$ cat src/hw/rtl/tensor_permute_address_gen_defines.svh
`ifndef TENSOR_PERMUTE_ADDRESS_GEN_DEFINES_SVH
`define TENSOR_PERMUTE_ADDRESS_GEN_DEFINES_SVH

// Same-cycle implication, checked outside reset
`define TPAG_ASSERT_NOW(label, clk, rstn, ante, cons) \
    label: assert property (@(posedge clk) disable iff (!rstn) (ante) |-> (cons)) \
        else $error("tpag check failed");

// Next-cycle implication, checked outside reset
`define TPAG_ASSERT_NEXT(label, clk, rstn, ante, cons) \
    label: assert property (@(posedge clk) disable iff (!rstn) (ante) |=> (cons)) \
        else $error("tpag check failed");

`endif

$ cat src/hw/rtl/tpag_acc_stage.sv
`timescale 1ns / 1ps
module tpag_acc_stage #(
    parameter int MAX_RANK   = 6,
    parameter int INDEX_BITS = 24,
    parameter int SIZE_BITS  = 13,
    parameter int DIM        = 0
) (
    input  logic                            aclk,
    input  logic                            aresetn,
    input  logic                            in_valid,
    output logic                            in_ready,
    input  logic [INDEX_BITS-1:0]           in_acc,
    input  logic [MAX_RANK*SIZE_BITS-1:0]   in_coord,
    input  logic                            in_ok,
    input  logic [INDEX_BITS-1:0]           stride,
    output logic                            out_valid,
    input  logic                            out_ready,
    output logic [INDEX_BITS-1:0]           out_acc,
    output logic [MAX_RANK*SIZE_BITS-1:0]   out_coord,
    output logic                            out_ok
);

    logic                            v_reg;
    logic [INDEX_BITS-1:0]           acc_reg, acc_next;
    logic [MAX_RANK*SIZE_BITS-1:0]   c_reg;
    logic                            ok_reg;
    logic [INDEX_BITS+SIZE_BITS-1:0] prod;

    // add one coordinate times its source stride, wrap to the index width
    assign prod     = {{INDEX_BITS{1'b0}}, in_coord[DIM*SIZE_BITS +: SIZE_BITS]}
                    * {{SIZE_BITS{1'b0}}, stride};
    assign acc_next = in_acc + prod[INDEX_BITS-1:0];

    assign in_ready = !v_reg || out_ready;

    always_ff @(posedge aclk) begin
        if (!aresetn) begin
            v_reg <= 1'b0;
        end else if (in_ready) begin
            v_reg <= in_valid;
        end
    end

    always_ff @(posedge aclk) begin
        if (in_ready && in_valid) begin
            acc_reg <= acc_next;
            c_reg   <= in_coord;
            ok_reg  <= in_ok;
        end
    end

    assign out_valid = v_reg;
    assign out_acc   = acc_reg;
    assign out_coord = c_reg;
    assign out_ok    = ok_reg;

endmodule

$ cat config.mk
export PLATFORM = sky130hd
export DESIGN_NAME = tpag_acc_stage
export DESIGN_NICKNAME = d
export VERILOG_FILES = /design/src/hw/rtl/tensor_permute_address_gen_defines.svh /design/src/hw/rtl/tpag_acc_stage.sv
export SDC_FILE = /design/constraint.sdc
export NUM_CORES = 1
export LEC_CHECK = 0
export ABC_AREA = 1
export BUFFER_PORTS_ARGS = -buffer_cell sky130_fd_sc_hd__buf_2
export CORE_MARGIN = 2
export CORE_UTILIZATION = 30
export CTS_CLUSTER_SIZE = 12
export DETAILED_ROUTE_END_ITERATION = 10
export GPL_TIMING_DRIVEN = 1
export HOLD_SLACK_MARGIN = 0.08
export PLACE_DENSITY_LB_ADDON = 0.1
export SYNTH_ARGS = -nofsm -noshare
export SYNTH_HDL_FRONTEND = slang
export SYNTH_SLANG_ARGS = --single-unit
$ cat constraint.sdc
create_clock -name aclk -period 6.9 [get_ports aclk]
set_input_delay 0.345 -clock aclk [delete_from_list [all_inputs] [get_ports aclk]]
set_output_delay 0.345 -clock aclk [all_outputs]
set_load 0.01 [all_outputs]
==> impl_metrics.py <==
metrics = {
    "global_routing": {
        "grt_pass1_wl_um": 46510,
        "grtUsageTotal": 0.1569,
        "grt_max_degree": 80,
        "antenna_found_initial": 0,
        "grt_pass1_vias": 8634,
        "grt.overflow.total": 0,
    },
    "sta": {
        "hold_violations": 0,
        "worstMarginPinSlew_ps": 1029,
        "drv_slew": 0,
        "fin_crit_sh": 0.7937,
        "tns_ps": 0,
        "min_period_ps": 5477,
        "fmax_ghz": 0.1826,
        "rsz0062_at_grt": "false",
        "clock_skew_ps": 6.425,
        "setup_violations": 0,
        "slew_headroom": 0.3125,
    },
    "cts": {
        "clockBufferDepth": 2,
        "hold_buffers": 0,
        "cts_setup_buffers": 0,
        "clock_sinks": 104,
        "cts_tree": "done",
        "cts_buffers": 9,
        "cts_resized": 0,
        "clkLatencyLatePin_ps": 380,
        "htreeDepth": 3,
        "ctsRootBufferMaster": "clkbuf_16",
        "clk_pin_slew_worst_paths_ps": 80,
    },
    "setup_path": {
        "slowest_delay_ps": 570,
        "crit_family": "adder cells",
        "critPathBufInv": 7,
        "cp_data_required_time_ps": 7020,
        "cp-end-kind": "flop",
        "critical_path_arrival_ps": 5590,
        "critPathSlowestCell": "fa_1",
        "path_cells": "buf_2, nand2_1, fa_1, inv_1, fa_1, inv_1, fa_1, fa_1, inv_1, fa_1, inv_1, fa_1, inv_1, ha_1, inv_1, nor3_1, nand2_1, o211ai_1, xor2_1",
        "worst-path-max-fanout": 25,
        "crit_type": "in2reg",
        "start_kind": "primary input",
    },
    "logic_synthesis": {
        "synth_top_area_share": 0.3331,
        "syn_area_per_cell_um2": 9.061,
        "syn_nets": 1618,
        "synth_area_um2": 11300,
        "synth_edf_count": 103,
        "synth_seq_cells": 104,
        "synthCells": 1247,
        "synth.area.top_cells": "fa_1 33%, edfxtp_1 27%, inv_1 13%, nand2_1 10%, ha_1 5.8%",
        "netlist-cell-type-count": 33,
        "synth_ff_type": "edfxtp_1",
        "yosys.area.top_type": "fa_1",
        "yosysWarnings": 0,
        "synthArstFlopShare": 0,
        "ys_seq_area_frac": 0.2755,
    },
    "run_status": {
        "status": "complete, no violations",
    },
    "detailed_routing": {
        "drtIter0Drc": 268,
        "drt-total-wl_um": 29160,
        "dr_total_vias": 8220,
        "vias_per_cell": 4.173,
        "drc": 0,
        "dr.pass1.iters": 4,
        "detail-route-antenna-nets": 0,
        "routedWlPerCell_um": 14.80,
    },
    "placed_design": {
        "io_buffers": 235,
        "dpl.hpwl_um": 23690,
        "gp_congestion": 0.8067,
    },
    "cells_and_area": {
        "nets": 1825,
        "nFillCells": 3973,
        "drive_above_1_share": 0.1878,
        "mostFrequentLayoutCell": "inv_1",
        "antennaDiodeCount": 0,
        "synthToLayoutAreaGrowth_pct": 17.43,
        "mostFrequentLayoutCells": "401 x inv_1, 315 x nand2_1, 235 x buf_2, 188 x fa_1, 103 x edfxtp_1",
    },
    "die": {
        "rows": 71,
        "die-area_um2": 39230,
        "die_x_um": 198.1,
        "start_util": 0.3021,
        "pin_count": 236,
        "core_area_um2": 37400,
        "fp.dieH_um": 198.1,
    },
    "flow_run": {
        "max-cap-violations": 0,
    },
    "min_path": {
        "hp-class": "in2reg",
    },
}
==> through the flow <==
step                      std cells  area, µm²    util  hold WS [ps]  worst slack, ps
after floorplan                1247      11300       -         443.9            949.2
after global placement         1954      12970  0.3469         521.3             1050
final                          1970      13270  0.3548         131.0             1423
after global routing           1970      13270  0.3548         104.6             1169
after detailed placement       1954      12970  0.3469         523.1             1028
after CTS                      1970      13270  0.3548         104.5             1441
==> worst paths after layout <==
path | startpoint | end | slack, ps | cells past startpoint
setup / recovery | in_coord[1] | out_acc[22] | 1420 | 19
hold / removal | in_coord[29] | out_coord[29] | 130 | 1
setup reg to reg | out_valid | out_coord[61] | 4840 | 2
hold reg to reg | out_valid | out_valid | 540 | 2
==> area by class of cell <==
class | count | area (µm²) | share of cell area
Clock inverter | 7 | 70.07 | 0.005281
Clock buffer | 9 | 225.2 | 0.01697
Tap cell | 511 | 639.4 | 0.04818
Multi-Input combinational cell | 701 | 6513 | 0.4908
Inverter | 401 | 1505 | 0.1134
Sequential cell | 104 | 3113 | 0.2346
Timing Repair Buffer | 237 | 1204 | 0.09071
==> synthesized netlist by cell type, drive strengths merged, types with 2 or more instances <==
cell type	n
a21boi	3
a21oi	28
buf	9
clkbuf	32
edfxtp	103
fa	188
ha	52
inv	401
nand2	323
nand3	35
nand4	7
nor2	17
nor3	2
nor4	3
o21ai	17
xnor2	7
xor2	16
==> per-layer routing <==
| layer | vias to the layer above | GRT usage | routed length [µm] |
|---|---|---|---|
| met5 | - | 0 | 0 |
| met4 | 0 | 0.04595 | 495 |
| met3 | 16 | 0.02708 | 1245 |
| met2 | 151 | 0.2680 | 14220 |
| met1 | 4060 | 0.2040 | 13200 |
| li1 | 3993 | - | - |
==> flip-flops by register name (all words and copies together) (netlist names) <==
register / flops
out_valid: 1
out_coord: 78
out_acc: 24
out_ok: 1
==> kinds of logic after synthesis <==
family,synth area share
DFF,0.2755
and+or+nand+nor,0.1403
AOI/OAI and AO/OA,0.02525
adders and majority gates,0.3907
xor gates and xnor gates,0.01916
buffers and inverters,0.1492
Power is left out: the tool's default activity adds up to more than one toggle a clock period on the data nets, which glitch-free logic cannot reach.
