`config.mk`:
```
export PLATFORM = sky130hd
export DESIGN_NAME = tpag_div_stage
export DESIGN_NICKNAME = d
export VERILOG_FILES = /design/src/hw/rtl/tensor_permute_address_gen_defines.svh /design/src/hw/rtl/tpag_div_stage.sv
export SDC_FILE = /design/constraint.sdc
export NUM_CORES = 1
export LEC_CHECK = 0
export BUFFER_PORTS_ARGS = -buffer_cell sky130_fd_sc_hd__buf_2
export CAP_MARGIN = 5
export CORE_MARGIN = 3
export CORE_UTILIZATION = 35
export DETAILED_ROUTE_END_ITERATION = 10
export PLACE_DENSITY = 0.68
export SLEW_MARGIN = 15
export SYNTH_ARGS = -nofsm -noshare
export SYNTH_HDL_FRONTEND = slang
export SYNTH_SLANG_ARGS = --single-unit
```
`constraint.sdc`:
```
create_clock -name aclk -period 21.2 [get_ports aclk]
set_input_delay 1.06 -clock aclk [delete_from_list [all_inputs] [get_ports aclk]]
set_output_delay 1.06 -clock aclk [all_outputs]
set_load 0.1 [all_outputs]
```
`src/hw/rtl/tensor_permute_address_gen_defines.svh`:
```
`ifndef TENSOR_PERMUTE_ADDRESS_GEN_DEFINES_SVH
`define TENSOR_PERMUTE_ADDRESS_GEN_DEFINES_SVH

// Same-cycle implication, checked outside reset
`define TPAG_ASSERT_NOW(label, clk, rstn, ante, cons) \
    label: assert property (@(posedge clk) disable iff (!rstn) (ante) |-> (cons)) \
        else $error("tpag check failed");

// Next-cycle implication, checked outside reset
`define TPAG_ASSERT_NEXT(label, clk, rstn, ante, cons) \
    label: assert property (@(posedge clk) disable iff (!rstn) (ante) |=> (cons)) \
        else $error("tpag check failed");

`endif

```
`src/hw/rtl/tpag_div_stage.sv`:
```
`timescale 1ns / 1ps
module tpag_div_stage #(
    parameter int MAX_RANK   = 6,
    parameter int INDEX_BITS = 24,
    parameter int SIZE_BITS  = 13,
    parameter int DIM        = 0,
    parameter int HI         = 23,
    parameter int NB         = 4,
    parameter bit FIRST      = 1'b0,
    parameter bit LAST       = 1'b0
) (
    input  logic                            aclk,
    input  logic                            aresetn,
    input  logic                            in_valid,
    output logic                            in_ready,
    input  logic [INDEX_BITS-1:0]           in_q,
    input  logic [SIZE_BITS-1:0]            in_r,
    input  logic [MAX_RANK*SIZE_BITS-1:0]   in_coord,
    input  logic                            in_ok,
    input  logic [SIZE_BITS-1:0]            divisor,
    output logic                            out_valid,
    input  logic                            out_ready,
    output logic [INDEX_BITS-1:0]           out_q,
    output logic [SIZE_BITS-1:0]            out_r,
    output logic [MAX_RANK*SIZE_BITS-1:0]   out_coord,
    output logic                            out_ok
);

    logic                          v_reg;
    logic [INDEX_BITS-1:0]         q_reg, q_next;
    logic [SIZE_BITS-1:0]          r_reg, r_next;
    logic [MAX_RANK*SIZE_BITS-1:0] c_reg, c_next;
    logic                          ok_reg;
    logic [SIZE_BITS:0]            t;

    // restoring long division over NB quotient bits, MSB first
    always_comb begin
        r_next = FIRST ? '0 : in_r;
        q_next = in_q;
        c_next = in_coord;
        t      = '0;
        for (int j = 0; j < NB; j++) begin
            t = {r_next, q_next[HI-j]};
            if (t >= {1'b0, divisor}) begin
                t = t - {1'b0, divisor};
                q_next[HI-j] = 1'b1;
            end else begin
                q_next[HI-j] = 1'b0;
            end
            r_next = t[SIZE_BITS-1:0];
        end
        if (LAST) begin
            c_next[DIM*SIZE_BITS +: SIZE_BITS] = r_next;
        end
    end

    // advance when empty or downstream takes
    assign in_ready = !v_reg || out_ready;

    always_ff @(posedge aclk) begin
        if (!aresetn) begin
            v_reg <= 1'b0;
        end else if (in_ready) begin
            v_reg <= in_valid;
        end
    end

    always_ff @(posedge aclk) begin
        if (in_ready && in_valid) begin
            q_reg  <= q_next;
            r_reg  <= r_next;
            c_reg  <= c_next;
            ok_reg <= in_ok;
        end
    end

    assign out_valid = v_reg;
    assign out_q     = q_reg;
    assign out_r     = r_reg;
    assign out_coord = c_reg;
    assign out_ok    = ok_reg;

endmodule

```
==> summary.md <==
| Metric | Value |
|---|---|
| Setup crit end | `out_r[12]` |
| DR WL/cell | `18.43 microns` |
| Layout net count | `1,015` |
| Initial antenna violation count | `3` |
| Capturing point of the worst reg2reg path | `out_coord[60]` |
| Max-slew violation count | `0` |
| Critical path fanouts, max | `19` |
| Largest net degree at the start of global routing | `82` |
| Worst r2r src | `out_valid` |
| Hold WC Path Type | `register to register` |
| Register area share after synthesis | `52.39%` |
| Final hold violations | `0` |
| Synth Area in XOR/XNOR | `4.322%` |
| Reg2reg setup slack | `19,050 ps` |
| Commonest non-fill, non-tap cell in the layout | `buf_2` |
| CP startpoint kind | `input port` |
| Synthesized area per cell | `11.82 sq um` |
| Top-Level Pins | `251` |
| Clock tree from TritonCTS | `done` |
| Achievable frequency | `0.08942 GHz` |
| Die H | `144.2 microns` |
| Compound-Gate Fraction of Synth Area | `14.35%` |
| CP max stage delay | `680 ps` |
| WS Path Type | `input port to register` |
| Starting density of the core | `36.36%` |
| CP startpoint | `divisor[4]` |
| Fill count | `1,688` |
| Yosys reg bits | `117` |
| Tmin final | `11,180 ps` |
| Largest family of logic cells by synthesized area | `compound AO/OA/AOI/OAI gates` |
| GRT Util Overall | `18.26%` |
| Register-to-Register Path Depth | `3` |
| Setup crit end kind | `register` |
| Drt initial violations | `221` |
| Syn Inst Count | `566` |
| Total congestion overflow | `0` |
| Fraction of layout cells with a size suffix above 1 | `37.43%` |
| Die area | `20,800 sq um` |
| Setup_tns | `0 ps` |
| M1 WL | `7123 microns` |
| Drt via density | `5.123` |
| Crit share post-route | `52.75%` |
| DR WL met2 | `10,420 microns` |
| Critical Path AT | `11,340 ps` |
| Core area | `18,390 sq um` |
| Dpl hpwl | `16,030 microns` |
| Slew headroom | `33.13%` |
| Clock Latency Late Sink | `410 ps` |
| Setup Fix Bufs, Post-CTS | `0` |
| Num Clock Sinks | `117` |
| Post-synth EDFFs | `116` |
| Cts repair resizes | `0` |
| Slew @ Worst Pin | `1003 ps` |
| Most frequent cells in the layout | `250 x buf_2, 116 x edfxtp_1, 52 x ha_1, 47 x nor2_1, 35 x inv_1` |
| P per Cell Area | `158.4 nW/um^2` |
| Post-synthesis mux area share | `3.611%` |
| P_leak | `3.896 nW` |
| Adder-cell share of the synthesized area | `10.93%` |
| Req. time, crit path | `21,360 ps` |
| Top sig layer | `met5` |
| Port Buffers | `250` |
| Slowest library cell on the worst path | `a311oi_4` |
| Mapped Nets | `755` |
| Worst vdd ir | `65.43 uV` |
| DR vias | `5,476` |
| Routability Congestion | `0.8898` |
| Async set or reset register ratio after synthesis | `0%` |
| Root buf cell | `clkbuf_16` |
| Synth Area in Simple Gates | `11.58%` |
| Total of max-cap violations | `0` |
| Crit path top cell by count | `o21ai_0` |
| Row cnt | `49` |
| Met3 WL | `1458 microns` |
| Vias in the first global route | `5,396` |
| Commonest register cell after synthesis | `edfxtp_1` |
| Area Growth Syn to Fin | `31.54%` |
| Worst Skew | `11.54 ps` |
| Clock-pin slew on the worst setup and hold paths | `60 ps` |
| YS warnings | `0` |
| First-pass GRT wire length | `28,920 microns` |
| Hold Startpoint | `out_valid` |
| Finish-stage setup viols | `0` |
| DRT Pass-1 Iters | `4` |
| Post-Route WL | `19,700 microns` |
| Status | `finished clean` |
| H-tree depth | `4` |
| Tot Pwr | `1.393 mW` |
| DIE WIDTH | `144.2 microns` |
| Yosys cell types | `59` |
| RSZ-0062 raised after global routing | `no` |
| # hold bufs at CTS | `0` |
| ANT nets after route | `0` |
| Total CTS buffers | `17` |
| Synthesized cell area | `6688 sq um` |
| Drt drc | `0` |
| Clock Path Buffers | `2` |
-- cells in the mapped netlist, types with 13 or more instances --
cell | count | area [sq um]
a21oi_1 | 33 | 165.2
nor2_1 | 47 | 176.4
o21ai_0 | 24 | 120.1
a221o_1 | 13 | 130.1
nor3_1 | 17 | 85.08
nand2_1 | 33 | 123.9
mux2_2 | 17 | 191.4
inv_1 | 35 | 131.4
edfxtp_1 | 116 | 3483
ha_1 | 52 | 650.6
xnor2_1 | 22 | 192.7
nor2b_1 | 13 | 81.33
-- sequential cells by signal, summed over array words and instances, names as in the netlist --
signal,cells
out_coord,78
out_q,24
out_r,13
out_ok,1
out_valid,1
-- critical path, delay by kind of cell --
kind,cells,cell delay (ps)
muxes,2,680
buffers and inverters,4,550
and+or+nand+nor,11,2870
adders and majority gates,4,1330
AOI/OAI and AO/OA,17,4810
-- final cells by class --
cell class | count | area (sq um) | share of cell area (%)
Timing Repair Buffer | 251 | 1259 | 14.31
Clock buffer | 17 | 425.4 | 4.836
Clock inverter | 15 | 183.9 | 2.091
Multi-Input combinational cell | 402 | 2998 | 34.08
Inverter | 37 | 138.9 | 1.579
Sequential cell | 117 | 3503 | 39.82
Tap cell | 229 | 286.5 | 3.257
Antenna cell | 1 | 2.502 | 0.02845
-- per-layer routing --
metal | vias to the layer above | global-route usage, %
met2 | 212 | 34.05
li1 | 2682 | -
met3 | 38 | 4.927
met5 | - | 0
met1 | 2540 | 19.27
met4 | 4 | 7.806
-- metrics by stage --
stage / cells / instance area, sq um / utilization, % / hold WS [ps] / worst slack [ps]
finish: 1069 / 8797 / 47.83 / 524.4 / 10020
global route: 1069 / 8797 / 47.83 / 578.6 / 9013
CTS: 1068 / 8795 / 47.82 / 528.7 / 10090
detailed placement: 1036 / 8185 / 44.50 / 520.3 / 9677
global placement: 1036 / 8185 / 44.50 / 523.3 / 10070
floorplan: 566 / 6688 / - / 1159 / 11630
-- logic make-up after synthesis --
kind of cell,count (synthesis)
compound gates,135
xor+xnor,33
fa+ha+maj,56
buf+inv,47
flops,117
mux,22
simple gates,156
-- worst min path at each step --
stage,to,depth (start not counted)
floorplan,out_coord[0],0
global placement,out_valid,2
detailed placement,out_valid,2
CTS,out_valid,2
global route,out_valid,2
finish,out_valid,2
-- power breakdown --
group	switching (mW)	leakage (nW)	internal, mW
registers	0.00621	1.13	0.308
logic	0.511	2.47	0.275
clock network	0.114	0.295	0.179
Note: power is estimated with default switching activity, not from simulation.
